## config.mk

```make
export PLATFORM = sky130hd
export DESIGN_NAME = tclc_queue
export DESIGN_NICKNAME = d
export VERILOG_FILES = /design/src/rtl/core/tclc_queue.sv
export SDC_FILE = /design/constraint.sdc
export NUM_CORES = 1
export LEC_CHECK = 0
export CAP_MARGIN = 20
export CORE_MARGIN = 1
export CORE_UTILIZATION = 60
export DETAILED_ROUTE_END_ITERATION = 8
export DONT_BUFFER_PORTS = 1
export GPL_ROUTABILITY_DRIVEN = 0
export PLACE_DENSITY = 0.76
export SKIP_LAST_GASP = 1
export SYNTH_ARGS = -nofsm -noshare
export SYNTH_HDL_FRONTEND = slang
export SYNTH_SLANG_ARGS = --single-unit
```

## constraint.sdc

```tcl
create_clock -name clk -period 1.55 [get_ports clk]
set_clock_uncertainty 0.05 [all_clocks]
set_input_delay 0.31 -clock clk [delete_from_list [all_inputs] [get_ports clk]]
set_output_delay 0.31 -clock clk [all_outputs]
set_load 0.005 [all_outputs]
```

## src/rtl/core/tclc_queue.sv

```systemverilog
// Short FIFO between the front and back parts, four entries deep.
// Depends on nothing but its width parameter.
module tclc_queue #(
	parameter int Width = 8
) (
	input  logic             clk,
	input  logic             arst_n,
	input  logic             push,
	input  logic [Width-1:0] wdata,
	input  logic             pop,
	output logic [Width-1:0] rdata,
	output logic             full,
	output logic             empty
);

	localparam int Depth = 4;
	localparam int PtrW  = 2;

	logic [Width-1:0] mem_q [0:Depth-1];
	logic [PtrW-1:0]  wptr_q;
	logic [PtrW-1:0]  rptr_q;
	logic [PtrW:0]    count_q;

	always_ff @(posedge clk) begin
		if (push) begin
			mem_q[wptr_q] <= wdata;
		end
	end

	always_ff @(posedge clk or negedge arst_n) begin
		if (!arst_n) begin
			wptr_q  <= '0;
			rptr_q  <= '0;
			count_q <= '0;
		end else begin
			if (push) wptr_q <= wptr_q + 1'b1;
			if (pop) rptr_q <= rptr_q + 1'b1;
			unique case ({push, pop})
				2'b10:   count_q <= count_q + 1'b1;
				2'b01:   count_q <= count_q - 1'b1;
				default: count_q <= count_q;
			endcase
		end
	end

	assign rdata = mem_q[rptr_q];
	assign full  = (count_q == (PtrW+1)'(Depth));
	assign empty = (count_q == '0);

endmodule

```

==> results.json <==
{
  "outcome": "finished, violations left",
  "violations": "negative setup slack",
  "period_needed_ns": 1.80,
  "syn_area_per_cell_sq_um": 19.9,
  "instances_no_fill": 132,
  "p_clk_share_pct": 17.0,
  "overflow": 0,
  "die_h_um": 52.9,
  "p_switching_mw": 0.876,
  "fmaxAchievable_mhz": 556,
  "ant_nets": 0,
  "fin_crit_sh_pct": 116,
  "cts_tree": "done",
  "htreeDepth": 2,
  "cts_buffers": 5,
  "max_slew_margin_pct": 73.9,
  "synth_area_leaders": "edfxtp_1 62%, mux4_2 12%, dfrtp_1 11%",
  "holdWs_ns": 0.0161,
  "core-area_sq_mm": 0.00245,
  "io_buffers": 0,
  "setup_violations": 8,
  "clock_path_buffers": 2,
  "seq_area_frac_synth_pct": 73.2,
  "dieWidth_um": 52.9,
  "grtUsageTotal_pct": 19.3,
  "remaining_drc_errors": 0,
  "hpwl_um": 1530,
  "areaGrowthSynthToFinish_pct": 20.1,
  "synth_top_area_share_pct": 61.9,
  "drt_wl_total_um": 2410,
  "crit_path_start_kind": "register",
  "vias": 739,
  "cp_top_family": "multiplexers",
  "drive_gt1_share_pct": 22.5,
  "critical_path_buf_inv_count": 1,
  "clkTransAtPathRegs_ns": 0.11,
  "fin_ws_ns": -0.250,
  "crit_fanout": 4,
  "worstSetupPathType": "reg2out",
  "syn_inst": 78,
  "start_util_pct": 63.3,
  "multi_input_area_sq_um": 378,
  "pin_count": 22,
  "rsz0062_at_grt": "true",
  "p_per_area_mw_per_mm2": 1650,
  "synth_area_sq_mm": 0.00155,
  "row_count": 18,
  "power.share.switching_pct": 28.5,
  "nNetsFinal": 119,
  "power.total_mw": 3.08,
  "grt_max_degree": 13,
  "netlist-cell-type-count": 17,
  "hold_viol": 0,
  "p_int_mw": 2.20,
  "synth_nets": 96,
  "drtIter0Drc": 12,
  "p_leak_nw": 0.693,
  "vdd_drop_max_uv": 1290,
  "cp_slowest_stage_delay_ns": 0.51,
  "via_per_inst": 5.60,
  "die_area_sq_mm": 0.00280,
  "worstPathArrival_ns": 1.44,
  "worstMarginPinSlew_ns": 0.391,
  "cp-end-kind": "output pin",
  "cts_root_buf": "clkbuf_4",
  "slowest_stage": "mux4_2",
  "slew_viol_final": 0,
  "grt_pass1_vias": 694,
  "final_common_cell": "edfxtp_1",
  "place_area_sq_mm": 0.00166,
  "sequentialPowerShare_pct": 50.8,
  "hp-class": "in2reg",
  "yosys.area.top_type": "edfxtp_1",
  "wl_per_cell_um": 18.3,
  "final_cell_mix": "32 x edfxtp_1, 11 x dlygate4sd3_1, 8 x mux4_2",
  "ys_seq_elements": 39,
  "cp.required_ns": 1.19,
  "cts_sinks": 39,
  "ff_latch_area_sq_mm": 0.00114,
  "finish.instance_area_sq_mm": 0.00187,
  "antenna_found_initial": 0,
  "comb_power_share_pct": 32.2,
  "grt_first_pass_wirelength_um": 3400,
  "drt-pass1-iter-count": 3,
  "yosysWarnings": 0,
  "dp_cells": 111,
  "fillers": 137,
  "worstPathCellList": "clkbuf_16 > mux4_2",
  "insertion_delay_ns": 0.33,
  "maxCapViolations": 0,
  "antenna_cells": 0,
  "setup_tns_ns": -1.87
}
per-layer routing:
metal  GRT usage, %  vias to the layer above  routed length [um]
met5              0                        -                   0
met3           8.62                        2                  71
met1           21.4                      384                1000
li1               -                      337                   -
met2           31.2                       16                1310
met4           9.65                        0                  25
cell families after synthesis:
logic type / count (synthesis) / share of synthesized area (%)
compound gates: 1 / 0.322
xor+xnor: 6 / 3.38
fa+ha+maj: 6 / 5.32
buf+inv: 8 / 2.50
flops: 39 / 73.2
mux: 9 / 12.2
simple gates: 9 / 3.06
flip-flops by register name, indices dropped and copies added (netlist names):
signal,count
mem_q,32
count_q,3
rptr_q,2
wptr_q,2
path summary, 6_finish.rpt:
| path | startpoint | to | slack, ns | depth (start not counted) |
|---|---|---|---|---|
| worst min-delay path | push | wptr_q[1] | 0.02 | 1 |
| worst max register to register | count_q[0] | count_q[2] | 0.13 | 5 |
| worst min register to register | count_q[0] | count_q[0] | 0.46 | 1 |
| max in group asynchronous | arst_n | rptr_q[0] | 0.93 | 1 |
| min in group asynchronous | arst_n | count_q[1] | 0.25 | 1 |
| worst max-delay path | rptr_q[0] | rdata[7] | -0.25 | 2 |
final cells by class:
class                      count  area share [%]
inverter                       6            1.21
multi-input combinational     31            20.3
clock buffer                   7            2.95
sequential                    39            61.0
timing repair buffer          18            12.3
clock inverter                 1           0.268
tap                           30            2.01
what timing repair did:
item | CTS | global route
cloned | 0 | 1
gates resized for setup | 0 | 1
endpoints found under the setup margin | 8 | 8
buffers inserted | 1 | 0
hold buffers | 3 | 8
hold endpoints to repair | 9 | 32
cell usage after synthesis:
| library cell | number |
|---|---|
| mux2i_1 | 1 |
| and2_1 | 4 |
| o21ai_0 | 1 |
| xnor2_1 | 2 |
| xor2_1 | 4 |
| mux4_2 | 8 |
| inv_1 | 6 |
| ha_1 | 5 |
| buf_6 | 1 |
| dfrtp_1 | 7 |
| nor2_1 | 1 |
| nand2_1 | 2 |
| edfxtp_1 | 32 |
| nor3_1 | 1 |
| fa_1 | 1 |
| and3_1 | 1 |
| buf_2 | 1 |
power groups by stage:
stage | combinational [mW] | sequential, mW | clock, mW
after floorplan | 0.668 | 1.50 | 0
after global placement | 0.871 | 1.56 | 0
after detailed placement | 0.887 | 1.58 | 0
after CTS | 0.917 | 1.56 | 0.526
after global routing | 1.08 | 1.59 | 0.575
final | 0.991 | 1.57 | 0.523
through the flow:
stage,utilization [%],setup slack [ns]
floorplan,-,0.117
global placement,67.7,0.0968
detailed placement,67.7,0.0535
CTS,71.7,-0.250
global route,76.0,-0.293
finish,76.0,-0.250
No activity file was read; power rests on OpenSTA's default activity.
