===== src/rtl/core/tclc_pkg.sv =====
// Shared types, constants and the power-table generator for the lux calculator.
// Used by every module under rtl/core except tclc_queue; depends on nothing.
package tclc_pkg;

	localparam int CountW = 16;
	localparam int ScaleW = 13;
	localparam int LuxW   = 20;
	localparam int BandW  = 3;
	localparam int FracW  = 13;
	localparam int RatioW = 16;

	localparam logic [RatioW-1:0] RatioMax = 16'hFFFF;
	localparam logic [RatioW-1:0] Limit0   = 16'd8192;
	localparam logic [RatioW-1:0] Limit1   = 16'd9994;
	localparam logic [RatioW-1:0] Limit2   = 16'd13107;
	localparam logic [RatioW-1:0] Limit3   = 16'd21299;

	localparam logic [BandW-1:0] BandLow  = 3'd0;
	localparam logic [BandW-1:0] BandMid1 = 3'd1;
	localparam logic [BandW-1:0] BandMid2 = 3'd2;
	localparam logic [BandW-1:0] BandMid3 = 3'd3;
	localparam logic [BandW-1:0] BandOff  = 3'd4;

	// Coefficients scaled by 2^16.
	localparam logic [15:0] CoefB0 = 16'd31877;
	localparam logic [15:0] CoefP0 = 16'd65012;
	localparam logic [15:0] CoefB1 = 16'd23488;
	localparam logic [15:0] CoefR1 = 16'd32506;
	localparam logic [15:0] CoefB2 = 16'd13422;
	localparam logic [15:0] CoefR2 = 16'd16043;
	localparam logic [15:0] CoefB3 = 16'd1531;
	localparam logic [15:0] CoefR3 = 16'd1174;

	localparam logic [LuxW-1:0] LuxMax = 20'hFFFFF;

	typedef struct packed {
		logic [CountW-1:0] bcount;
		logic [CountW-1:0] icount;
		logic [BandW-1:0]  band;
		logic [FracW-1:0]  frac;
	} tclc_item_t;

	// Largest y with y^5 * (2n)^7 <= i^7 * 65536^5, that is floor(65536 * (i/2n)^1.4).
	function automatic logic [15:0] pow_entry(input int i, input int n);
		logic [191:0] lhs;
		logic [191:0] rhs;
		int lo;
		int hi;
		int mid;
		int k;
		rhs = 192'd1;
		for (k = 0; k < 7; k++) rhs = rhs * 192'(i);
		for (k = 0; k < 5; k++) rhs = rhs * 192'(65536);
		lo = 0;
		hi = 65535;
		while (lo < hi) begin
			mid = (lo + hi + 1) / 2;
			lhs = 192'd1;
			for (k = 0; k < 5; k++) lhs = lhs * 192'(mid);
			for (k = 0; k < 7; k++) lhs = lhs * 192'(2 * n);
			if (lhs <= rhs) lo = mid;
			else hi = mid - 1;
		end
		return 16'(lo);
	endfunction

endpackage


===== src/rtl/core/tclc_back.sv =====
// Back part: power-table interpolation, band formula, scaling, rounding and
// saturation into the output register. Depends on tclc_pkg.
module tclc_back #(
	parameter int TableEntries = 64,
	parameter int IdxW = 7
) (
	input  logic                          clk,
	input  logic                          arst_n,
	input  logic                          in_valid,
	input  tclc_pkg::tclc_item_t          item,
	input  logic [IdxW-1:0]               idx,
	input  logic [tclc_pkg::ScaleW-1:0]   lux_scale,
	output logic                          advance,
	output logic                          out_valid,
	input  logic                          out_ready,
	output logic [tclc_pkg::LuxW-1:0]     lux_value,
	output logic [tclc_pkg::BandW-1:0]    ratio_band,
	output logic                          saturated
);

	localparam int RomW = $clog2(TableEntries + 2);

	// The extra top entry repeats the last one so idx+1 never leaves the table.
	logic [15:0] rom [0:TableEntries+1];
	for (genvar i = 0; i <= TableEntries + 1; i++) begin : g_rom
		localparam int Src = (i > TableEntries) ? TableEntries : i;
		localparam logic [15:0] Entry = tclc_pkg::pow_entry(Src, TableEntries);
		assign rom[i] = Entry;
	end

	logic v_s1, v_s2, v_s3, v_s4, v_s5, v_s6, v_s7;
	assign advance = !v_s7 || out_ready;

	always_ff @(posedge clk or negedge arst_n) begin
		if (!arst_n) begin
			{v_s1, v_s2, v_s3, v_s4, v_s5, v_s6, v_s7} <= '0;
		end else if (advance) begin
			{v_s1, v_s2, v_s3, v_s4, v_s5, v_s6, v_s7} <=
				{in_valid, v_s1, v_s2, v_s3, v_s4, v_s5, v_s6};
		end
	end

	// Stage 1: table read and band-formula products.
	logic [RomW-1:0] ra;
	logic [RomW-1:0] rb;
	logic [15:0]     ca;
	logic [15:0]     cr;
	assign ra = RomW'(idx);
	assign rb = RomW'(idx) + 1'b1;

	always_comb begin
		unique case (item.band)
			tclc_pkg::BandMid1: begin ca = tclc_pkg::CoefB1; cr = tclc_pkg::CoefR1; end
			tclc_pkg::BandMid2: begin ca = tclc_pkg::CoefB2; cr = tclc_pkg::CoefR2; end
			tclc_pkg::BandMid3: begin ca = tclc_pkg::CoefB3; cr = tclc_pkg::CoefR3; end
			default:            begin ca = '0; cr = '0; end
		endcase
	end

	logic [15:0]                   a_s1, dlt_s1;
	logic [31:0]                   cab_s1, crr_s1;
	logic [tclc_pkg::FracW-1:0]    frac_s1;
	logic [tclc_pkg::CountW-1:0]   b_s1, b_s2, b_s3, b_s4;
	logic [tclc_pkg::BandW-1:0]    band_s1, band_s2, band_s3, band_s4, band_s5, band_s6;

	always_ff @(posedge clk) begin
		if (advance) begin
			a_s1    <= rom[ra];
			dlt_s1  <= rom[rb] - rom[ra];
			cab_s1  <= 32'(item.bcount) * 32'(ca);
			crr_s1  <= 32'(item.icount) * 32'(cr);
			frac_s1 <= item.frac;
			b_s1    <= item.bcount;
			band_s1 <= item.band;
		end
	end

	// Stage 2: interpolation product and clamped linear formula.
	logic [28:0] interp_s2;
	logic [15:0] a_s2;
	logic [30:0] lin_s2, lin_s3, lin_s4;
	logic [32:0] diff;
	assign diff = {1'b0, cab_s1} - {1'b0, crr_s1};

	always_ff @(posedge clk) begin
		if (advance) begin
			interp_s2 <= 29'(dlt_s1) * 29'(frac_s1);
			a_s2      <= a_s1;
			lin_s2    <= diff[32] ? '0 : diff[30:0];
			b_s2      <= b_s1;
			band_s2   <= band_s1;
		end
	end

	// Stage 3: ratio^1.4 times its coefficient.
	logic [16:0] pw;
	logic [32:0] m_s3;
	assign pw = 17'(a_s2) + 17'(interp_s2 >> tclc_pkg::FracW);

	always_ff @(posedge clk) begin
		if (advance) begin
			m_s3    <= 33'(pw) * 33'(tclc_pkg::CoefP0);
			lin_s3  <= lin_s2;
			b_s3    <= b_s2;
			band_s3 <= band_s2;
		end
	end

	// Stage 4: per-count term of the lowest band, always positive.
	logic [32:0] d_s4;
	always_ff @(posedge clk) begin
		if (advance) begin
			d_s4    <= {1'b0, tclc_pkg::CoefB0, 16'd0} - m_s3;
			lin_s4  <= lin_s3;
			b_s4    <= b_s3;
			band_s4 <= band_s3;
		end
	end

	// Stage 5: accumulator in units of 2^-32 lux.
	logic [47:0] acc_s5;
	always_ff @(posedge clk) begin
		if (advance) begin
			unique case (band_s4)
				tclc_pkg::BandLow: acc_s5 <= 48'(b_s4) * 48'(d_s4[31:0]);
				tclc_pkg::BandMid1,
				tclc_pkg::BandMid2,
				tclc_pkg::BandMid3: acc_s5 <= {1'b0, lin_s4, 16'd0};
				default:            acc_s5 <= '0;
			endcase
			band_s5 <= band_s4;
		end
	end

	// Stage 6: scale as two partial products.
	logic [36:0] plo_s6, phi_s6;
	always_ff @(posedge clk) begin
		if (advance) begin
			plo_s6  <= 37'(acc_s5[23:0]) * 37'(lux_scale);
			phi_s6  <= 37'(acc_s5[47:24]) * 37'(lux_scale);
			band_s6 <= band_s5;
		end
	end

	// Stage 7: combine, round half up, saturate; this is the output register.
	logic [61:0] sum;
	logic [21:0] lux_full;
	assign sum      = {1'b0, phi_s6, 24'd0} + 62'(plo_s6) + (62'd1 << 39);
	assign lux_full = sum[61:40];

	logic [tclc_pkg::LuxW-1:0]  lux_s7;
	logic [tclc_pkg::BandW-1:0] band_s7;
	logic                       sat_s7;
	always_ff @(posedge clk) begin
		if (advance) begin
			band_s7 <= band_s6;
			if (lux_full > 22'(tclc_pkg::LuxMax)) begin
				lux_s7 <= tclc_pkg::LuxMax;
				sat_s7 <= 1'b1;
			end else begin
				lux_s7 <= lux_full[tclc_pkg::LuxW-1:0];
				sat_s7 <= 1'b0;
			end
		end
	end

	assign out_valid  = v_s7;
	assign lux_value  = lux_s7;
	assign ratio_band = band_s7;
	assign saturated  = sat_s7;

endmodule


===== config.mk =====
export PLATFORM = sky130hd
export DESIGN_NAME = tclc_back
export DESIGN_NICKNAME = d
export VERILOG_FILES = /design/src/rtl/core/tclc_pkg.sv /design/src/rtl/core/tclc_back.sv
export SDC_FILE = /design/constraint.sdc
export NUM_CORES = 2
export LEC_CHECK = 0
export BUFFER_PORTS_ARGS = -buffer_cell sky130_fd_sc_hd__buf_4
export CAP_MARGIN = 5
export CORE_UTILIZATION = 56
export DETAILED_ROUTE_END_ITERATION = 10
export PLACE_DENSITY_LB_ADDON = 0.08
export SLEW_MARGIN = 5
export SYNTH_ARGS = -nofsm -noshare
export SYNTH_HDL_FRONTEND = slang
export SYNTH_SLANG_ARGS = --single-unit

===== constraint.sdc =====
create_clock -name clk -period 12.87 [get_ports clk]
set_clock_uncertainty 0.2 [all_clocks]
set_input_delay 1.287 -clock clk [delete_from_list [all_inputs] [get_ports clk]]
set_output_delay 1.287 -clock clk [all_outputs]
set_load 0.01 [all_outputs]

==> flow_results.org <==
** Placement
- Instance count after placement with tap cells included :: around 9900
- In this run the cell area measured after placement is 0.0824 sq mm.
- Once detailed placement completed, the half-perimeter wirelength came to 150000 microns.
- Routability-driven placement finished with a final weighted congestion of slightly above 0.9.
- Number of port buffers :: 97

** Floorplan
- The die is 380 microns tall.
- Core area :: approximately 0.14 sq mm
- Die ar. :: 0.144 sq mm
- After floorplanning, the core was divided into 138 placement rows.
- Die boundary width :: ~380 microns
- Boundary pin count :: 98
- Starting density of the core :: roughly 56%

** Route
- Detailed Routing Iterations Pass 1 :: 7
- Total met3 wirelength after detailed routing :: 8700 microns
- Highest metal layer used by the detailed router :: met5
- The final layout contains routed wiring with a total length of between 150000 and 200000 microns.
- Detailed-routing wirelength on met1 :: 80600 microns
- Via count :: 54500
- Drt first-iter violations :: 2984
- Via density per instance :: between 5 and 6
- Number of design rule violations left after detail routing :: 0
- Avg WL per Cell :: approximately 19 microns
- Antenna Violating Nets Remaining :: 0
- Wire segments on met2 add up to between 90000 and 100000 microns in the final route.

** Yosys
- Count of yosys warnings during synthesis :: 0
- The synthesized netlist occupies a cell area of 0.0800 sq mm.
- Avg Synthesized Cell Area :: between 9 and 10 sq um
- Cell type with the largest total area after synthesis :: fa_1
- The top cell type by area accounts for 36.5% of the synthesized area.
- Primary FF master, synth :: edfxtp_1
- Proportion of synthesized flip-flops having asynchronous set or reset :: 1.40%
- By area the synthesized netlist is led by fa_1 (37%), edfxtp_1 (19%), ha_1 (12%), inv_1 (8.0%), nand2_1 (5.1%).
- Dominant cell by count in the synthesized netlist :: inv_1
- Synthesis-stage register bit count :: 501
- In this run, synthesis inferred a little under 500 flip-flops with an integrated enable.
- Synthesis handed over a netlist of 8132 instances.
- Most numerous cell types in the synthesized netlist :: inv_1 (1709), fa_1 (1459), nand2_1 (1089), ha_1 (751), and2_1 (547)
- The number of nets in the synthesized netlist is 10400.
- Portion of the post-synthesis area used by sequential elements :: 18.8%
- Count of different cell masters after synthesis :: 87

** Job
- Max-cap violations in this run came to 0.

** Worst setup path
- Cell family with the largest share of critical-path delay :: adder cells
- Crit path max fanout :: 6
- Arrival time of the worst setup path :: 8.80 ns
- The worst setup path is launched from a register.
- Buffers plus inverters on the worst setup path :: 4
- Critical Path Stages :: 33
- The worst register-to-register path has a depth of 33.
- Setup crit end kind :: register
- STA puts the critical path data required time at between 10 and 15 ns.
- In this design, the critical path's most frequently occurring cell is fa_1.
- Among all stages on the critical path, the largest delay is contributed by xor2_1.
- The critical path is of the register to register type.
- Delay of the slowest critical-path stage :: 0.65 ns

** Timing
- Slew headroom :: between 30% and 40%
- Number of hold violations in the final report :: 0
- After routing, the total negative slack on setup checks comes to 0 ns.
- Setup repair after global routing left no endpoint under its margin.
- Dividing the final minimum period by the clock period gives 66.9%.
- Max Freq :: 116 MHz
- The number of max-slew violations in the final report is 0.
- Counting I/O delays and the setup requirement, the final critical path takes 8.61 ns.
- Setup violations remaining at the end of the flow were counted as 0.
- At the pin with the least slew margin, the transition time is 1.02 ns.

** Final layout
- Cells with a size suffix above 1 make up 3.97% of the layout.
- Number of non-filler instances in the completed layout :: 9976
- Once layout is done, the placed cells without fillers occupy ~0.084 sq mm.
- The final layout contains 10300 nets.
- Compared with the post-synthesis result, the final layout area differs by 5.59%.

** Clocking
- Post-CTS setup-driven buffer insertion count :: 0
- TritonCTS built the clock tree.
- Clock slew at reported path FFs :: 0.06 ns
- Clock network latency to the later pin of the worst-skew pair :: 0.70 ns
- Hold Buf Count CTS :: 0
- Sink count of the clock tree :: 501
- No sink is reached through more buffers than the 3 on the longest clock path.
- In this run, CTS created clock tree buffers numbering between 50 and 60.
- # resized after CTS :: 0
- # H-tree levels :: 2
- Root buffer cell :: clkbuf_16

** Global routing
- Number of antenna violations at the first check in global routing :: 6
- The via count of the first global-routing pass was 58700.
- First-pass GRT wire length :: 313000 microns
- Overall track demand over capacity in global routing :: 27.2%
- Total grt overflow :: 0
- Largest net degree at the start of global routing :: 79

** Status
- Outcome :: finished clean

** Worst hold path
- Tightest Hold Check Type :: primary input to async pin
## layer usage
layer / GRT usage, % / vias up
li1: - / 25100
met1: 37.0 / 27700
met2: 46.8 / 1337
met3: 2.43 / 270
met4: 7.44 / 4
met5: 0 / -
## path summary, 6_finish.rpt
kind	from	end	slack, ns
max	interp_s2[13]	m_s3[30]	4.26
max reg2reg	interp_s2[13]	m_s3[30]	4.26
max in group asynchronous	arst_n	v_s5	12.16
min	arst_n	v_s1	0.19
min in group clk	lin_s3[15]	lin_s4[15]	0.21
min reg2reg	lin_s3[15]	lin_s4[15]	0.21
## area by class of cell
| cell class | count | area [sq um] |
|---|---|---|
| Antenna cell | 1 | 2.50 |
| Clock buffer | 64 | 1500 |
| Clock inverter | 45 | 597 |
| Fill cell | 12300 | 57100 |
| Inverter | 1711 | 6430 |
| Multi-Input combinational cell | 5612 | 57400 |
| Sequential cell | 501 | 15000 |
| Tap cell | 1890 | 2360 |
| Timing Repair Buffer | 152 | 1140 |
## metrics by stage
stage	util, %	setup WS, ns	hold slack (ns)
final	59.7	4.26	0.192
after global placement	58.2	3.86	0.201
after floorplan	-	0.342	0.200
after global routing	59.7	3.68	0.149
after detailed placement	58.2	3.73	0.205
after CTS	59.7	4.27	0.138
## layout by cell type, fill, tap and decap left out, drive strengths merged, types with 8 or more instances in the layout
cell type and n:
o31ai 11, nand4 27, nor2b 41, nand2 1089, buf 152, inv 1715
xnor2 172, and4 10, nor2 248, clkbuf 64, or3 19, o21bai 39
o21ai 213, a211oi 34, o21a 29, a21oi 244, o22ai 9, xor2 97
a31oi 40, and3 42, a21o 117, bufinv 11, o211ai 23, nand3 58
ha 751, clkinv 27, fa 1459, edfxtp 494, nor3 61, nand2b 32
a311oi 12, a21boi 16, and2 547, or2 37, o311ai 8
## sequential cells by signal, indices dropped and copies added (netlist names), 16 cells and up
name,cells
dlt_s1,16
cab_s1,32
b_s3,16
b_s1,16
lin_s3,31
b_s2,16
d_s4,30
lin_s2,31
acc_s5,46
lin_s4,31
b_s4,16
interp_s2,16
lux_value,20
m_s3,30
phi_s6,37
crr_s1,32
## logic make-up after synthesis
family / count (synthesis) / share of synthesized area [%]
flip-flops: 501 / 18.8
AND/OR/NAND/NOR: 2244 / 13.3
adder cells (fa/ha/maj): 2211 / 48.3
XOR/XNOR: 270 / 2.97
buffers and inverters: 2019 / 9.48
AO/OA/AOI/OAI: 874 / 7.02
multiplexers: 13 / 0.189
Power is left out: the tool's default activity adds up to more than one toggle a clock period on the data nets, which glitch-free logic cannot reach.
