File: config.mk
export PLATFORM = sky130hd
export DESIGN_NAME = tclc_front
export DESIGN_NICKNAME = d
export VERILOG_FILES = /design/src/rtl/core/tclc_pkg.sv /design/src/rtl/core/tclc_front.sv
export SDC_FILE = /design/constraint.sdc
export NUM_CORES = 1
export LEC_CHECK = 0
export BUFFER_PORTS_ARGS = -buffer_cell sky130_fd_sc_hd__clkbuf_2
export CAP_MARGIN = 20
export CORE_MARGIN = 2
export CORE_UTILIZATION = 45
export CTS_BUF_LIST = sky130_fd_sc_hd__clkbuf_16
export DETAILED_ROUTE_END_ITERATION = 12
export GPL_TIMING_DRIVEN = 0
export PLACE_DENSITY = 0.65
export SETUP_SLACK_MARGIN = 0.2
export SLEW_MARGIN = 10
export SYNTH_ARGS = -nofsm -noshare
export SYNTH_HDL_FRONTEND = slang
export SYNTH_SLANG_ARGS = --single-unit
File: constraint.sdc
create_clock -name clk -period 3.2 [get_ports clk]
set_input_delay 0.16 -clock clk [delete_from_list [all_inputs] [get_ports clk]]
set_output_delay 0.16 -clock clk [all_outputs]
set_load 0.02 [all_outputs]
File: src/rtl/core/tclc_pkg.sv
// Shared types, constants and the power-table generator for the lux calculator.
// Used by every module under rtl/core except tclc_queue; depends on nothing.
package tclc_pkg;

	localparam int CountW = 16;
	localparam int ScaleW = 13;
	localparam int LuxW   = 20;
	localparam int BandW  = 3;
	localparam int FracW  = 13;
	localparam int RatioW = 16;

	localparam logic [RatioW-1:0] RatioMax = 16'hFFFF;
	localparam logic [RatioW-1:0] Limit0   = 16'd8192;
	localparam logic [RatioW-1:0] Limit1   = 16'd9994;
	localparam logic [RatioW-1:0] Limit2   = 16'd13107;
	localparam logic [RatioW-1:0] Limit3   = 16'd21299;

	localparam logic [BandW-1:0] BandLow  = 3'd0;
	localparam logic [BandW-1:0] BandMid1 = 3'd1;
	localparam logic [BandW-1:0] BandMid2 = 3'd2;
	localparam logic [BandW-1:0] BandMid3 = 3'd3;
	localparam logic [BandW-1:0] BandOff  = 3'd4;

	// Coefficients scaled by 2^16.
	localparam logic [15:0] CoefB0 = 16'd31877;
	localparam logic [15:0] CoefP0 = 16'd65012;
	localparam logic [15:0] CoefB1 = 16'd23488;
	localparam logic [15:0] CoefR1 = 16'd32506;
	localparam logic [15:0] CoefB2 = 16'd13422;
	localparam logic [15:0] CoefR2 = 16'd16043;
	localparam logic [15:0] CoefB3 = 16'd1531;
	localparam logic [15:0] CoefR3 = 16'd1174;

	localparam logic [LuxW-1:0] LuxMax = 20'hFFFFF;

	typedef struct packed {
		logic [CountW-1:0] bcount;
		logic [CountW-1:0] icount;
		logic [BandW-1:0]  band;
		logic [FracW-1:0]  frac;
	} tclc_item_t;

	// Largest y with y^5 * (2n)^7 <= i^7 * 65536^5, that is floor(65536 * (i/2n)^1.4).
	function automatic logic [15:0] pow_entry(input int i, input int n);
		logic [191:0] lhs;
		logic [191:0] rhs;
		int lo;
		int hi;
		int mid;
		int k;
		rhs = 192'd1;
		for (k = 0; k < 7; k++) rhs = rhs * 192'(i);
		for (k = 0; k < 5; k++) rhs = rhs * 192'(65536);
		lo = 0;
		hi = 65535;
		while (lo < hi) begin
			mid = (lo + hi + 1) / 2;
			lhs = 192'd1;
			for (k = 0; k < 5; k++) lhs = lhs * 192'(mid);
			for (k = 0; k < 7; k++) lhs = lhs * 192'(2 * n);
			if (lhs <= rhs) lo = mid;
			else hi = mid - 1;
		end
		return 16'(lo);
	endfunction

endpackage

File: src/rtl/core/tclc_front.sv
// Front part: input register, pipelined restoring divider for the ratio, and
// band classification with table position. Depends on tclc_pkg.
module tclc_front #(
	parameter int TableEntries = 64,
	parameter int IdxW = 7
) (
	input  logic                              clk,
	input  logic                              arst_n,
	input  logic                              in_valid,
	input  logic [tclc_pkg::CountW-1:0]       broadband_count,
	input  logic [tclc_pkg::CountW-1:0]       infrared_count,
	input  logic                              advance,
	output logic                              push,
	output tclc_pkg::tclc_item_t              item,
	output logic [IdxW-1:0]                   idx
);

	localparam int Steps = tclc_pkg::RatioW;
	localparam int PosW  = tclc_pkg::RatioW + $clog2(TableEntries + 1);

	logic                        v_q    [0:Steps];
	logic [tclc_pkg::CountW-1:0] b_q    [0:Steps];
	logic [tclc_pkg::CountW-1:0] r_q    [0:Steps];
	logic [tclc_pkg::CountW:0]   rem_q  [0:Steps];
	logic [tclc_pkg::CountW-1:0] low_q  [0:Steps];
	logic [tclc_pkg::RatioW-1:0] quo_q  [0:Steps];
	logic                        ovf_q  [0:Steps];

	logic                        v_cls_q;
	tclc_pkg::tclc_item_t        item_q;
	logic [IdxW-1:0]             idx_q;

	// Stage 0 takes the transfer; the quotient fits 16 bits unless r >= 4b.
	always_ff @(posedge clk or negedge arst_n) begin
		if (!arst_n) begin
			v_q[0] <= 1'b0;
		end else if (advance) begin
			v_q[0] <= in_valid;
		end
	end

	always_ff @(posedge clk) begin
		if (advance) begin
			b_q[0]   <= broadband_count;
			r_q[0]   <= infrared_count;
			rem_q[0] <= {3'b000, infrared_count[15:2]};
			low_q[0] <= {infrared_count[1:0], 14'd0};
			quo_q[0] <= '0;
			ovf_q[0] <= ({2'b00, infrared_count} >= {broadband_count, 2'b00});
		end
	end

	for (genvar k = 1; k <= Steps; k++) begin : g_div
		logic [tclc_pkg::CountW:0] trial;
		logic                      take;
		assign trial = {rem_q[k-1][tclc_pkg::CountW-1:0], low_q[k-1][tclc_pkg::CountW-1]};
		assign take  = (trial >= {1'b0, b_q[k-1]});

		always_ff @(posedge clk or negedge arst_n) begin
			if (!arst_n) begin
				v_q[k] <= 1'b0;
			end else if (advance) begin
				v_q[k] <= v_q[k-1];
			end
		end

		always_ff @(posedge clk) begin
			if (advance) begin
				b_q[k]   <= b_q[k-1];
				r_q[k]   <= r_q[k-1];
				ovf_q[k] <= ovf_q[k-1];
				low_q[k] <= {low_q[k-1][tclc_pkg::CountW-2:0], 1'b0};
				rem_q[k] <= take ? (trial - {1'b0, b_q[k-1]}) : trial;
				quo_q[k] <= {quo_q[k-1][tclc_pkg::RatioW-2:0], take};
			end
		end
	end

	logic [tclc_pkg::RatioW-1:0] ratio;
	logic [tclc_pkg::BandW-1:0]  band;
	logic [PosW-1:0]             pos;
	logic [PosW-1:0]             pos_idx;

	always_comb begin
		ratio   = ovf_q[Steps] ? tclc_pkg::RatioMax : quo_q[Steps];
		pos     = PosW'(ratio) * PosW'(TableEntries);
		pos_idx = pos >> tclc_pkg::FracW;
		priority if (b_q[Steps] == '0) band = tclc_pkg::BandOff;
		else if (ratio <= tclc_pkg::Limit0) band = tclc_pkg::BandLow;
		else if (ratio <= tclc_pkg::Limit1) band = tclc_pkg::BandMid1;
		else if (ratio <= tclc_pkg::Limit2) band = tclc_pkg::BandMid2;
		else if (ratio <= tclc_pkg::Limit3) band = tclc_pkg::BandMid3;
		else band = tclc_pkg::BandOff;
	end

	always_ff @(posedge clk or negedge arst_n) begin
		if (!arst_n) begin
			v_cls_q <= 1'b0;
		end else if (advance) begin
			v_cls_q <= v_q[Steps];
		end
	end

	always_ff @(posedge clk) begin
		if (advance) begin
			item_q.bcount <= b_q[Steps];
			item_q.icount <= r_q[Steps];
			item_q.band   <= band;
			// The top of the table is reached at ratio 0.5 and above.
			if (pos_idx >= PosW'(TableEntries)) begin
				idx_q       <= IdxW'(TableEntries);
				item_q.frac <= '0;
			end else begin
				idx_q       <= pos_idx[IdxW-1:0];
				item_q.frac <= pos[tclc_pkg::FracW-1:0];
			end
		end
	end

	assign push = advance && v_cls_q;
	assign item = item_q;
	assign idx  = idx_q;

endmodule

==> run summary, run 1 <==
status -> completed
Switch Pwr -> 0.0155 W
top sig layer -> met4
die footprint -> 0.104 sq mm
Remaining DRCs -> 0
Max Buffers Root-to-Sink -> 3
crit end category -> flop
final worst path period share -> 98.4%
Gate power share -> 36.9%
Setup Skew -> 0.0736 ns
area share of xor/xnor cells in the synthesized design -> 3.06%
Fillers -> 8,268
vias in the first global route -> 25,424
crit path launch -> b_q[1][97]
worst setup path class -> flop to flop
Final #Nets -> 3,905
sequential cell area -> 0.0301 sq mm
pwr dens -> 901 mW/mm^2
fmax -> 317 MHz
Main synth FF type -> edfxtp_1
Compound-Gate Fraction of Synth Area -> 9.01%
#FFs+latches synth -> 1,004
Finished Cell Area -> 0.0540 sq mm
Clock Latency Late Sink -> 0.71 ns
Root Driver -> clkbuf_16
M1 WL -> 34,200 um
reg-to-reg slack, setup -> 0.05 ns
setup violators final -> 0
Non-Filler Instances -> 5,041
diodes inserted -> 0
adder-cell share of the synthesized area -> 7.97%
Post-Place Cell Area -> 0.0483 sq mm
post-layout min period -> 3.15 ns
Slew headroom -> 50.4%
count leader, synth -> edfxtp_1
Hold/Removal Path Class -> primary input to flop
DP HPWL -> 56,600 um
ys async rst share -> 1.79%
reg2reg end -> rem_q[0][262]
Data required, critical path -> 3.62 ns
Die Wd -> 323 um
simple-gate share of the synthesized area -> 6.76%
clock network power share -> 23.8%
worst reg-to-reg path cell count -> 10
WL/cell -> 16.4 um
number of flops mapped to enable cells by yosys -> 986
mux contribution to synthesized area -> 4.31%
max-slew violation count -> 0
top cells by area, synth -> edfxtp_1 65%, ha_1 7.3%, mux2_2 3.4%, inv_1 2.7%, xnor2_1 2.1%
remaining antenna violation count -> 0
Yosys top cell area share -> 64.6%
Worst setup SP type -> flop
synthesized area -> 0.0458 sq mm
DR iter-0 viols -> 1,723
row count -> 117
synthesized instance count -> 3,252
CTS tree -> yes
initial antenna violation count -> 0
Sw Ratio -> 31.8%
Fin. Hold Viols -> 0
Util after Layout -> 53.2%
largest net degree at the start of global routing -> 118
Slew @ Worst Pin -> 0.741 ns
Post-Place Cells -> 4,720
unrepaired setup endpoints after global routing -> true
wirelength, routed -> 82,500 um
TritonRoute pass-1 iters -> 5
Avg Vias per Cell -> 5.14
count of different cell masters after synthesis -> 88
Vert. Die Dim -> 323 um
largest family of logic cells by synthesized area -> compound AO/OA/AOI/OAI gates
syn_area_per_cell -> 14.1 sq um
routed wl met3 -> 3080 um
area leader, netlist -> edfxtp_1
Port Buffers -> 85
first-pass GRT wire length -> 130,000 um
wire length on met2 -> 42,400 um
Leak -> 21.0 nW
Crit Path Max Fanout -> 6
register area share after synthesis -> 65.6%
maximum VDD drop -> 579 uV
synthesis-to-finish area growth -> 17.7%
Vias -> 25,906
CP Data Arrival Time -> 3.57 ns
pre-CTS setup slack -> -0.316 ns
Num CTS Buffers -> 104
final global-route overflow total -> 0
Initial Util -> 45.2%
reg-to-reg startpoint -> b_q[1][97]
Seq pwr share -> 39.3%
core region area -> 0.101 sq mm
hold slack -> 0.186 ns
# IOs -> 92
internal power -> 0.0331 W
routability cong. -> 0.879
multi-input gate area in the final layout -> 0.0153 sq mm
synth cell count leaders -> 986 x edfxtp_1, 329 x inv_1, 268 x ha_1, 245 x nor2_1, 169 x a21oi_1
Overall Global Routing Usage -> 15.6%
CP endpoint -> rem_q[0][262]
Max-Cap Viols -> 0
CTS Sinks -> 1,004
Yosys warnings -> 0
layout cells sized above 1 -> 18.8%
Final WS setup -> 0.0496 ns
H-tree depth -> 3
clock-pin slew on the worst setup and hold paths -> 0.06 ns
[power by group through the flow]
stage	Sequential, W	Clock [W]	Combinational (W)
5_1_grt	0.0193	0.0124	0.0198
3_5_place_dp	0.0193	0	0.0156
3_3_place_gp	0.0197	0	0.0153
2_1_floorplan	0.0188	0	0.0122
6_report	0.0191	0.0116	0.0180
4_1_cts	0.0190	0.0119	0.0166
[kinds of logic (layout without fill, tap and decap cells)]
kind of cell | after synthesis | in the layout
flip-flops | 1004 | 1004
AND/OR/NAND/NOR | 645 | 645
AO/OA/AOI/OAI | 615 | 615
buffers and inverters | 373 | 789
adder cells (fa/ha/maj) | 283 | 283
multiplexers | 171 | 171
XOR/XNOR | 160 | 160
other | 1 | 6
[what timing repair did]
item,CTS,global route
gates resized for setup,77,178
hold buffers,36,0
pin swaps,31,37
setup buffers,49,38
endpoints found under the hold margin,75,0
gates cloned,0,4
endpoints found under the setup margin,200,188
[layout make-up]
class	instances	area share, %
flip-flops and latches	1004	55.7
multi-input cells	1880	28.4
clock buffers	104	4.82
repair buffers	223	3.48
well taps	1368	3.17
inverters	329	2.29
clock inverters	89	1.39
plain buffers	44	0.784
[stage by stage]
step,power [W],TNS (ns)
3_3_place_gp,0.0351,-
3_5_place_dp,0.0348,-8.15
4_1_cts,0.0476,0
6_report,0.0486,0
2_1_floorplan,0.0309,0
5_1_grt,0.0515,-0.0913
[worst max-delay path, stage by stage (launching register included)]
cell	delay (ns)
edfxtp_1	0.40
inv_2	0.09
ha_4	0.20
nor2b_4	0.12
o31a_1	0.32
o31a_1	0.30
o211ai_2	0.22
a311oi_2	0.13
or4_4	0.60
buf_12	0.18
mux2_4	0.28
[flip-flops by register name (all words and copies together), names as in the netlist]
| name | count |
|---|---|
| idx | 7 |
| r_q | 271 |
| b_q | 272 |
| quo_q | 136 |
| ovf_q | 17 |
| rem_q | 241 |
| item | 42 |
| v_q | 17 |
| v_cls_q | 1 |
[worst min-delay path by stage]
stage / startpoint / cells past startpoint / slack (ns) / to
global route: broadband_count[14] / 2 / 0.17 / b_q[0][14]
detailed placement: arst_n / 1 / 0.11 / v_cls_q
CTS: broadband_count[15] / 2 / 0.13 / b_q[0][15]
floorplan: arst_n / 0 / -0.14 / v_cls_q
finish: infrared_count[14] / 2 / 0.19 / r_q[0][14]
global placement: arst_n / 1 / 0.11 / v_cls_q
[layer usage]
metal,vias to the layer above,GRT usage (%)
met2,482,28.2
met5,-,0
met1,12498,18.6
li1,12765,-
met4,0,6.43
met3,161,2.40
[placed cells by master, fill, tap and decap left out, types with 43 or more instances in the layout]
cell | synthesis | routed
edfxtp_1 | 986 | 986
inv_1 | 329 | 348
ha_1 | 268 | 237
nor2_1 | 245 | 233
a21oi_1 | 169 | 144
mux2_2 | 137 | 122
xnor2_1 | 108 | 108
clkbuf_16 | 0 | 108
nand2_1 | 108 | 107
o21ai_0 | 114 | 106
buf_4 | 9 | 85
clkbuf_2 | 0 | 85
o21a_1 | 54 | 54
a21o_1 | 54 | 54
xor2_1 | 52 | 52
nor3_1 | 46 | 43
No activity file was read; power rests on OpenSTA's default activity.
==> run 2, diff against run 1 <==
BUFFER_PORTS_ARGS = default   (was -buffer_cell sky130_fd_sc_hd__clkbuf_2)
DONT_BUFFER_PORTS = 1   (was default)
REMOVE_ABC_BUFFERS = 1   (was default)
SETUP_SLACK_MARGIN = 0.05   (was 0.2)
==> run 2 against run 1 <==
  * The run now ends with hold timing left
  * Combinational power decreased by 10%
  * Largest cell class unchanged
  * Clock skew decreased by 0.041 ns
  * Largest power group unchanged
  * Sequential cell count unchanged
  * Power decreased by 3.6%
  * Critical path type unchanged
  * Clock-buffer cell count decreased by 2
  * Critical endpoint is now rem_q[0][27]
==> run summary, run 2 (same netlist as run 1, synthesis figures left out) <==
Hold/Removal Path Class -> primary input to flop
Non-Filler Instances -> 4,859
vias in the first global route -> 24,830
synthesis-to-finish area growth -> 13.7%
Overall Global Routing Usage -> 14.6%
commonest non-fill, non-tap cell in the layout -> edfxtp_1
Max-Cap Viols -> 0
Initial Util -> 45.2%
Largest register FFs -> 272
TritonRoute pass-1 iters -> 5
Final #Nets -> 3,724
hold slack -> -0.380 ns
CP Data Arrival Time -> 3.56 ns
DR iter-0 viols -> 1,454
routability cong. -> 0.885
Slew @ Worst Pin -> 1.28 ns
Slew headroom -> 14.9%
final global-route overflow total -> 0
worst path bufs/invs -> 1
commonest non-fill, non-tap cells in the layout -> 986 x edfxtp_1, 350 x inv_1, 262 x ha_1, 244 x nor2_1, 163 x a21oi_1
failing checks -> hold timing
H-tree depth -> 3
initial antenna violation count -> 0
worst reg-to-reg path cell count -> 10
pwr dens -> 899 mW/mm^2
worst setup path class -> flop to flop
Top reg by flops -> b_q
Port Buffers -> 0
fmax -> 320 MHz
wirelength, routed -> 77,100 um
Clock Latency Late Sink -> 0.69 ns
Max Buffers Root-to-Sink -> 3
Vias -> 25,216
reg-to-reg startpoint -> b_q[0][1]
Worst path max stage delay -> 0.41 ns
die footprint -> 0.104 sq mm
maximum VDD drop -> 522 uV
Post-Place Cell Area -> 0.0473 sq mm
worst-path cell chain -> inv_2, ha_4, nor2b_4, o31a_1, o41ai_4, a21oi_2, a211o_1, nor3_4, o22a_4, mux2_4
# IOs -> 92
CTS tree -> yes
first-pass GRT wire length -> 123,000 um
hold endpoint -> b_q[0][127]
Remaining DRCs -> 0
core region area -> 0.101 sq mm
Crit Path Max Fanout -> 7
Num CTS Buffers -> 102
setup violators final -> 0
Fin. Hold Viols -> 146
Power, Total -> 0.0468 W
Setup Skew -> 0.0326 ns
Worst setup SP type -> flop
final worst path period share -> 97.7%
Vert. Die Dim -> 323 um
post-layout min period -> 3.13 ns
CTS Sinks -> 1,004
Hold Crit Depth -> 0
Avg Vias per Cell -> 5.19
Leak -> 20.0 nW
reg2reg end -> rem_q[0][27]
Hold Path Origin -> advance
diodes inserted -> 0
Post-Place Cells -> 4,584
Data required, critical path -> 3.64 ns
cell family with most CP delay -> compound AO/OA/AOI/OAI gates
row count -> 117
DP HPWL -> 48,600 um
largest registers -> b_q x272, r_q x271, rem_q x241
slowest CP cell -> edfxtp_1
status -> finished, violations left
clock-pin slew on the worst setup and hold paths -> 0.06 ns
CTS Hold Bufs -> 35
WL/cell -> 15.9 um
Die Wd -> 323 um
Util after Layout -> 51.4%
largest net degree at the start of global routing -> 1,006
unrepaired setup endpoints after global routing -> true
max-slew violation count -> 0
Finished Cell Area -> 0.0521 sq mm
remaining antenna violation count -> 0
Root Driver -> clkbuf_16
crit end category -> flop
layout cells sized above 1 -> 12.8%
reg-to-reg slack, setup -> 0.07 ns
run 2: report_power, final:
part	internal, W	leakage, nW	switching, W
clock network	0.00667	1.71	0.00501
logic	0.00775	8.45	0.00842
registers	0.0178	9.86	0.00119
run 2: worst max-delay path by stage:
stage | to | from | slack (ns) | cells after the start
6_report | rem_q[0][27] | b_q[0][1] | 0.07 | 10
3_3_place_gp | rem_q[0][139] | rem_q[0][121] | -0.91 | 8
3_5_place_dp | rem_q[0][134] | b_q[0][97] | -0.55 | 10
4_1_cts | rem_q[0][27] | r_q[0][2] | 0.04 | 9
2_1_floorplan | rem_q[0][139] | rem_q[0][132] | -0.02 | 6
5_1_grt | rem_q[0][25] | b_q[0][1] | -0.03 | 10
run 2: worst register-to-register path, stage by stage (launching register included):
cell and delay (ns):
edfxtp_1 0.41, inv_2 0.10, ha_4 0.20, nor2b_4 0.13
o31a_1 0.36, o41ai_4 0.27, a21oi_2 0.12, a211o_1 0.37
nor3_4 0.29, o22a_4 0.29, mux2_4 0.33
run 2: metal layers:
layer  track usage, %  part of all wire (%)
met1             17.1                    41
met2             26.5                    51
met3             2.59                   3.9
met4             5.66                   3.4
met5                0                     0
run 2: area by class of cell:
class,instances,area [sq um]
clock buffers,102,2550
clock inverters,88,835
fillers,8376,49300
inverters,329,1230
multi-input cells,1890,14900
flip-flops and latches,1004,30100
well taps,1368,1710
repair buffers,78,805
run 2: what timing repair did:
| item | CTS | global route |
|---|---|---|
| resized for setup | 34 | 69 |
| buffers inserted | 8 | 28 |
| endpoints found under the setup margin | 169 | 153 |
| pin swaps | 11 | 30 |
| cloned | 4 | 6 |
| hold endpoints to repair | 52 | 146 |
run 2: through the flow:
step / TNS (ns) / setup WS, ns
5_1_grt: -0.224 / -0.0332
4_1_cts: 0 / 0.0440
6_report: 0 / 0.0725
3_3_place_gp: -49.76 / -0.907
3_5_place_dp: -34.91 / -0.547
2_1_floorplan: -0.0229 / -0.0229
==> run 3, diff against run 2 <==
ABC_AREA = 1   (was default)
==> run 3 against run 2 <==
  * The flow now finishes without violations
  * Global-route usage increased by 2.7 points
  * Critical path depth unchanged
  * Sequential cell count unchanged
  * Setup slack improved by 0.55 ns
  * Clock skew increased by 0.0031 ns
  * Via count increased by 18%
  * Hold slack improved by 0.42 ns
  * Combinational power decreased by 6%
  * Largest cell class unchanged
==> run summary, run 3 <==
Data required, critical path -> 3.64 ns
Yosys top cell area share -> 61.7%
Avg Vias per Cell -> 4.95
diodes inserted -> 0
number of flops mapped to enable cells by yosys -> 986
synthesis-to-finish area growth -> 10.9%
DP HPWL -> 67,800 um
vias in the first global route -> 28,708
largest net degree at the start of global routing -> 262
Gate power share -> 33.1%
reg-to-reg slack, setup -> 0.62 ns
first-pass GRT wire length -> 150,000 um
worst path bufs/invs -> 0
Worst path max stage delay -> 0.42 ns
Yosys warnings -> 0
commonest non-fill, non-tap cells in the layout -> 1,244 x nand2_1, 986 x edfxtp_1, 523 x inv_1, 287 x nor2_1, 268 x ha_1
Remaining DRCs -> 0
Overall Global Routing Usage -> 17.3%
CTS tree -> yes
DR iter-0 viols -> 1,948
Sw Ratio -> 35.4%
Root Driver -> clkbuf_16
Max Buffers Root-to-Sink -> 3
die footprint -> 0.109 sq mm
count leader, synth -> nand2_1
initial antenna violation count -> 0
Crit Path Max Fanout -> 17
Seq pwr share -> 41.1%
worst setup path class -> flop to flop
critical path depth -> 10
most used cell, CP -> nand2_1
H-tree depth -> 3
fmax -> 387 MHz
synthesized instance count -> 4,402
Top reg by flops -> b_q
clock-pin slew on the worst setup and hold paths -> 0.06 ns
CP endpoint -> rem_q[0][49]
setup violators final -> 0
reg-to-reg startpoint -> rem_q[0][26]
hold slack -> 0.0445 ns
Slew @ Worst Pin -> 1.29 ns
post-layout min period -> 2.58 ns
cell family with most CP delay -> simple AND/OR/NAND/NOR gates
worst-path cell chain -> ha_1, nand2_1, nor2_1, and2_1, nand4_1, nand2_1, nor2_4, nand2_4, nand2_1, nand2_1
max-slew violation count -> 0
Fin. Hold Viols -> 0
# IOs -> 92
commonest non-fill, non-tap cell in the layout -> nand2_1
Worst setup SP type -> flop
Die Wd -> 331 um
wirelength, routed -> 93,100 um
synth cell count leaders -> 1,244 x nand2_1, 986 x edfxtp_1, 512 x inv_1, 287 x nor2_1, 268 x ha_1
row count -> 119
Max-Cap Viols -> 0
WL/cell -> 15.6 um
crit end category -> flop
top cells by area, synth -> edfxtp_1 62%, nand2_1 9.7%, ha_1 7.0%, inv_1 4.0%, a21oi_1 2.7%
layout cells sized above 1 -> 5.90%
final worst path period share -> 80.7%
CP Data Arrival Time -> 3.02 ns
area leader, netlist -> edfxtp_1
reg2reg end -> rem_q[0][49]
remaining antenna violation count -> 0
Vert. Die Dim -> 331 um
Port Buffers -> 0
slowest CP cell -> edfxtp_1
Num CTS Buffers -> 103
Post-CTS Resized -> 0
Finished Cell Area -> 0.0532 sq mm
TritonRoute pass-1 iters -> 5
crit path launch -> rem_q[0][26]
pwr dens -> 860 mW/mm^2
CTS Sinks -> 1,004
CTS Hold Bufs -> 36
#FFs+latches synth -> 1,004
Switch Pwr -> 0.0162 W
final global-route overflow total -> 0
clock network power share -> 25.8%
synthesized area -> 0.0480 sq mm
Final #Nets -> 4,829
Vias -> 29,638
Main synth FF type -> edfxtp_1
worst reg-to-reg path cell count -> 10
ys async rst share -> 1.79%
Clock Latency Late Sink -> 0.68 ns
Setup Skew -> 0.0356 ns
status -> completed
largest registers -> b_q x272, r_q x271, rem_q x241
Initial Util -> 45.5%
Largest register FFs -> 272
unrepaired setup endpoints after global routing -> false
syn_area_per_cell -> 10.9 sq um
internal power -> 0.0296 W
Slew headroom -> 13.7%
maximum VDD drop -> 456 uV
Leak -> 22.8 nW
routability cong. -> 0.877
Post-Place Cell Area -> 0.0495 sq mm
Hold/Removal Path Class -> primary input to flop
register area share after synthesis -> 62.6%
Post CTS Setup Buffer Count -> 0
setup tns final -> 0 ns
core region area -> 0.106 sq mm
count of different cell masters after synthesis -> 44
==> run 3: changes by cell type after synthesis, moves of 48 or more <==
cell / previous run / this run
a21oi_1: 169 / 256
mux2_2: 137 / 2
xnor2_1: 108 / 30
nand3_1: 31 / 187
nand2_2: 0 / 48
nor2b_1: 48 / 0
inv_1: 329 / 512
nand2_1: 108 / 1244
==> run 3: metal layers <==
metal	up-vias	GRT usage, %	wire, um
met5	-	0	0
met4	0	5.78	2420
met1	13807	23.2	42300
li1	15132	-	-
met3	149	2.44	4090
met2	550	28.8	44300
==> run 3: metrics by stage <==
step                      utilization, %  std cells  worst slack (ns)  total power (W)
after global placement              46.8       5755             0.632           0.0338
final                               50.4       5982             0.618           0.0458
after floorplan                        -       4364              1.12           0.0299
after CTS                           50.4       5982             0.601           0.0462
after global routing                50.4       5982             0.446           0.0491
after detailed placement            46.9       5760             0.619           0.0342
==> run 3: how the worst min path moves through the flow <==
| stage | from | to | cells past startpoint |
|---|---|---|---|
| 6_report | advance | b_q[1][12] | 1 |
| 3_5_place_dp | arst_n | v_q[16] | 0 |
| 2_1_floorplan | arst_n | v_cls_q | 0 |
| 3_3_place_gp | arst_n | v_q[16] | 0 |
| 5_1_grt | infrared_count[11] | r_q[0][11] | 1 |
| 4_1_cts | infrared_count[12] | ovf_q[0][0] | 5 |
==> run 3: power by group through the flow <==
stage | Combinational, W | Sequential [W] | Clock [W]
floorplan | 0.0114 | 0.0185 | 0
global placement | 0.0147 | 0.0190 | 0
detailed placement | 0.0151 | 0.0191 | 0
CTS | 0.0152 | 0.0188 | 0.0122
global route | 0.0174 | 0.0190 | 0.0127
finish | 0.0152 | 0.0188 | 0.0118
==> run 3: logic make-up after synthesis <==
logic type,Yosys count,share of synthesized area [%]
AO/OA/AOI/OAI,451,5.00
other,1,0.00782
XOR/XNOR,122,2.23
multiplexers,2,0.0469
adder cells (fa/ha/maj),283,7.61
flip-flops,1004,62.6
AND/OR/NAND/NOR,1967,17.5
buffers and inverters,572,4.96
==> run 3: layout make-up <==
cell class / count / area (sq um)
Clock buffer: 103 / 2580
Inverter: 529 / 2000
Tap cell: 1391 / 1740
Clock inverter: 83 / 793
Fill cell: 9210 / 52300
Sequential cell: 1004 / 30100
Timing Repair Buffer: 41 / 498
Multi-Input combinational cell: 2831 / 15600
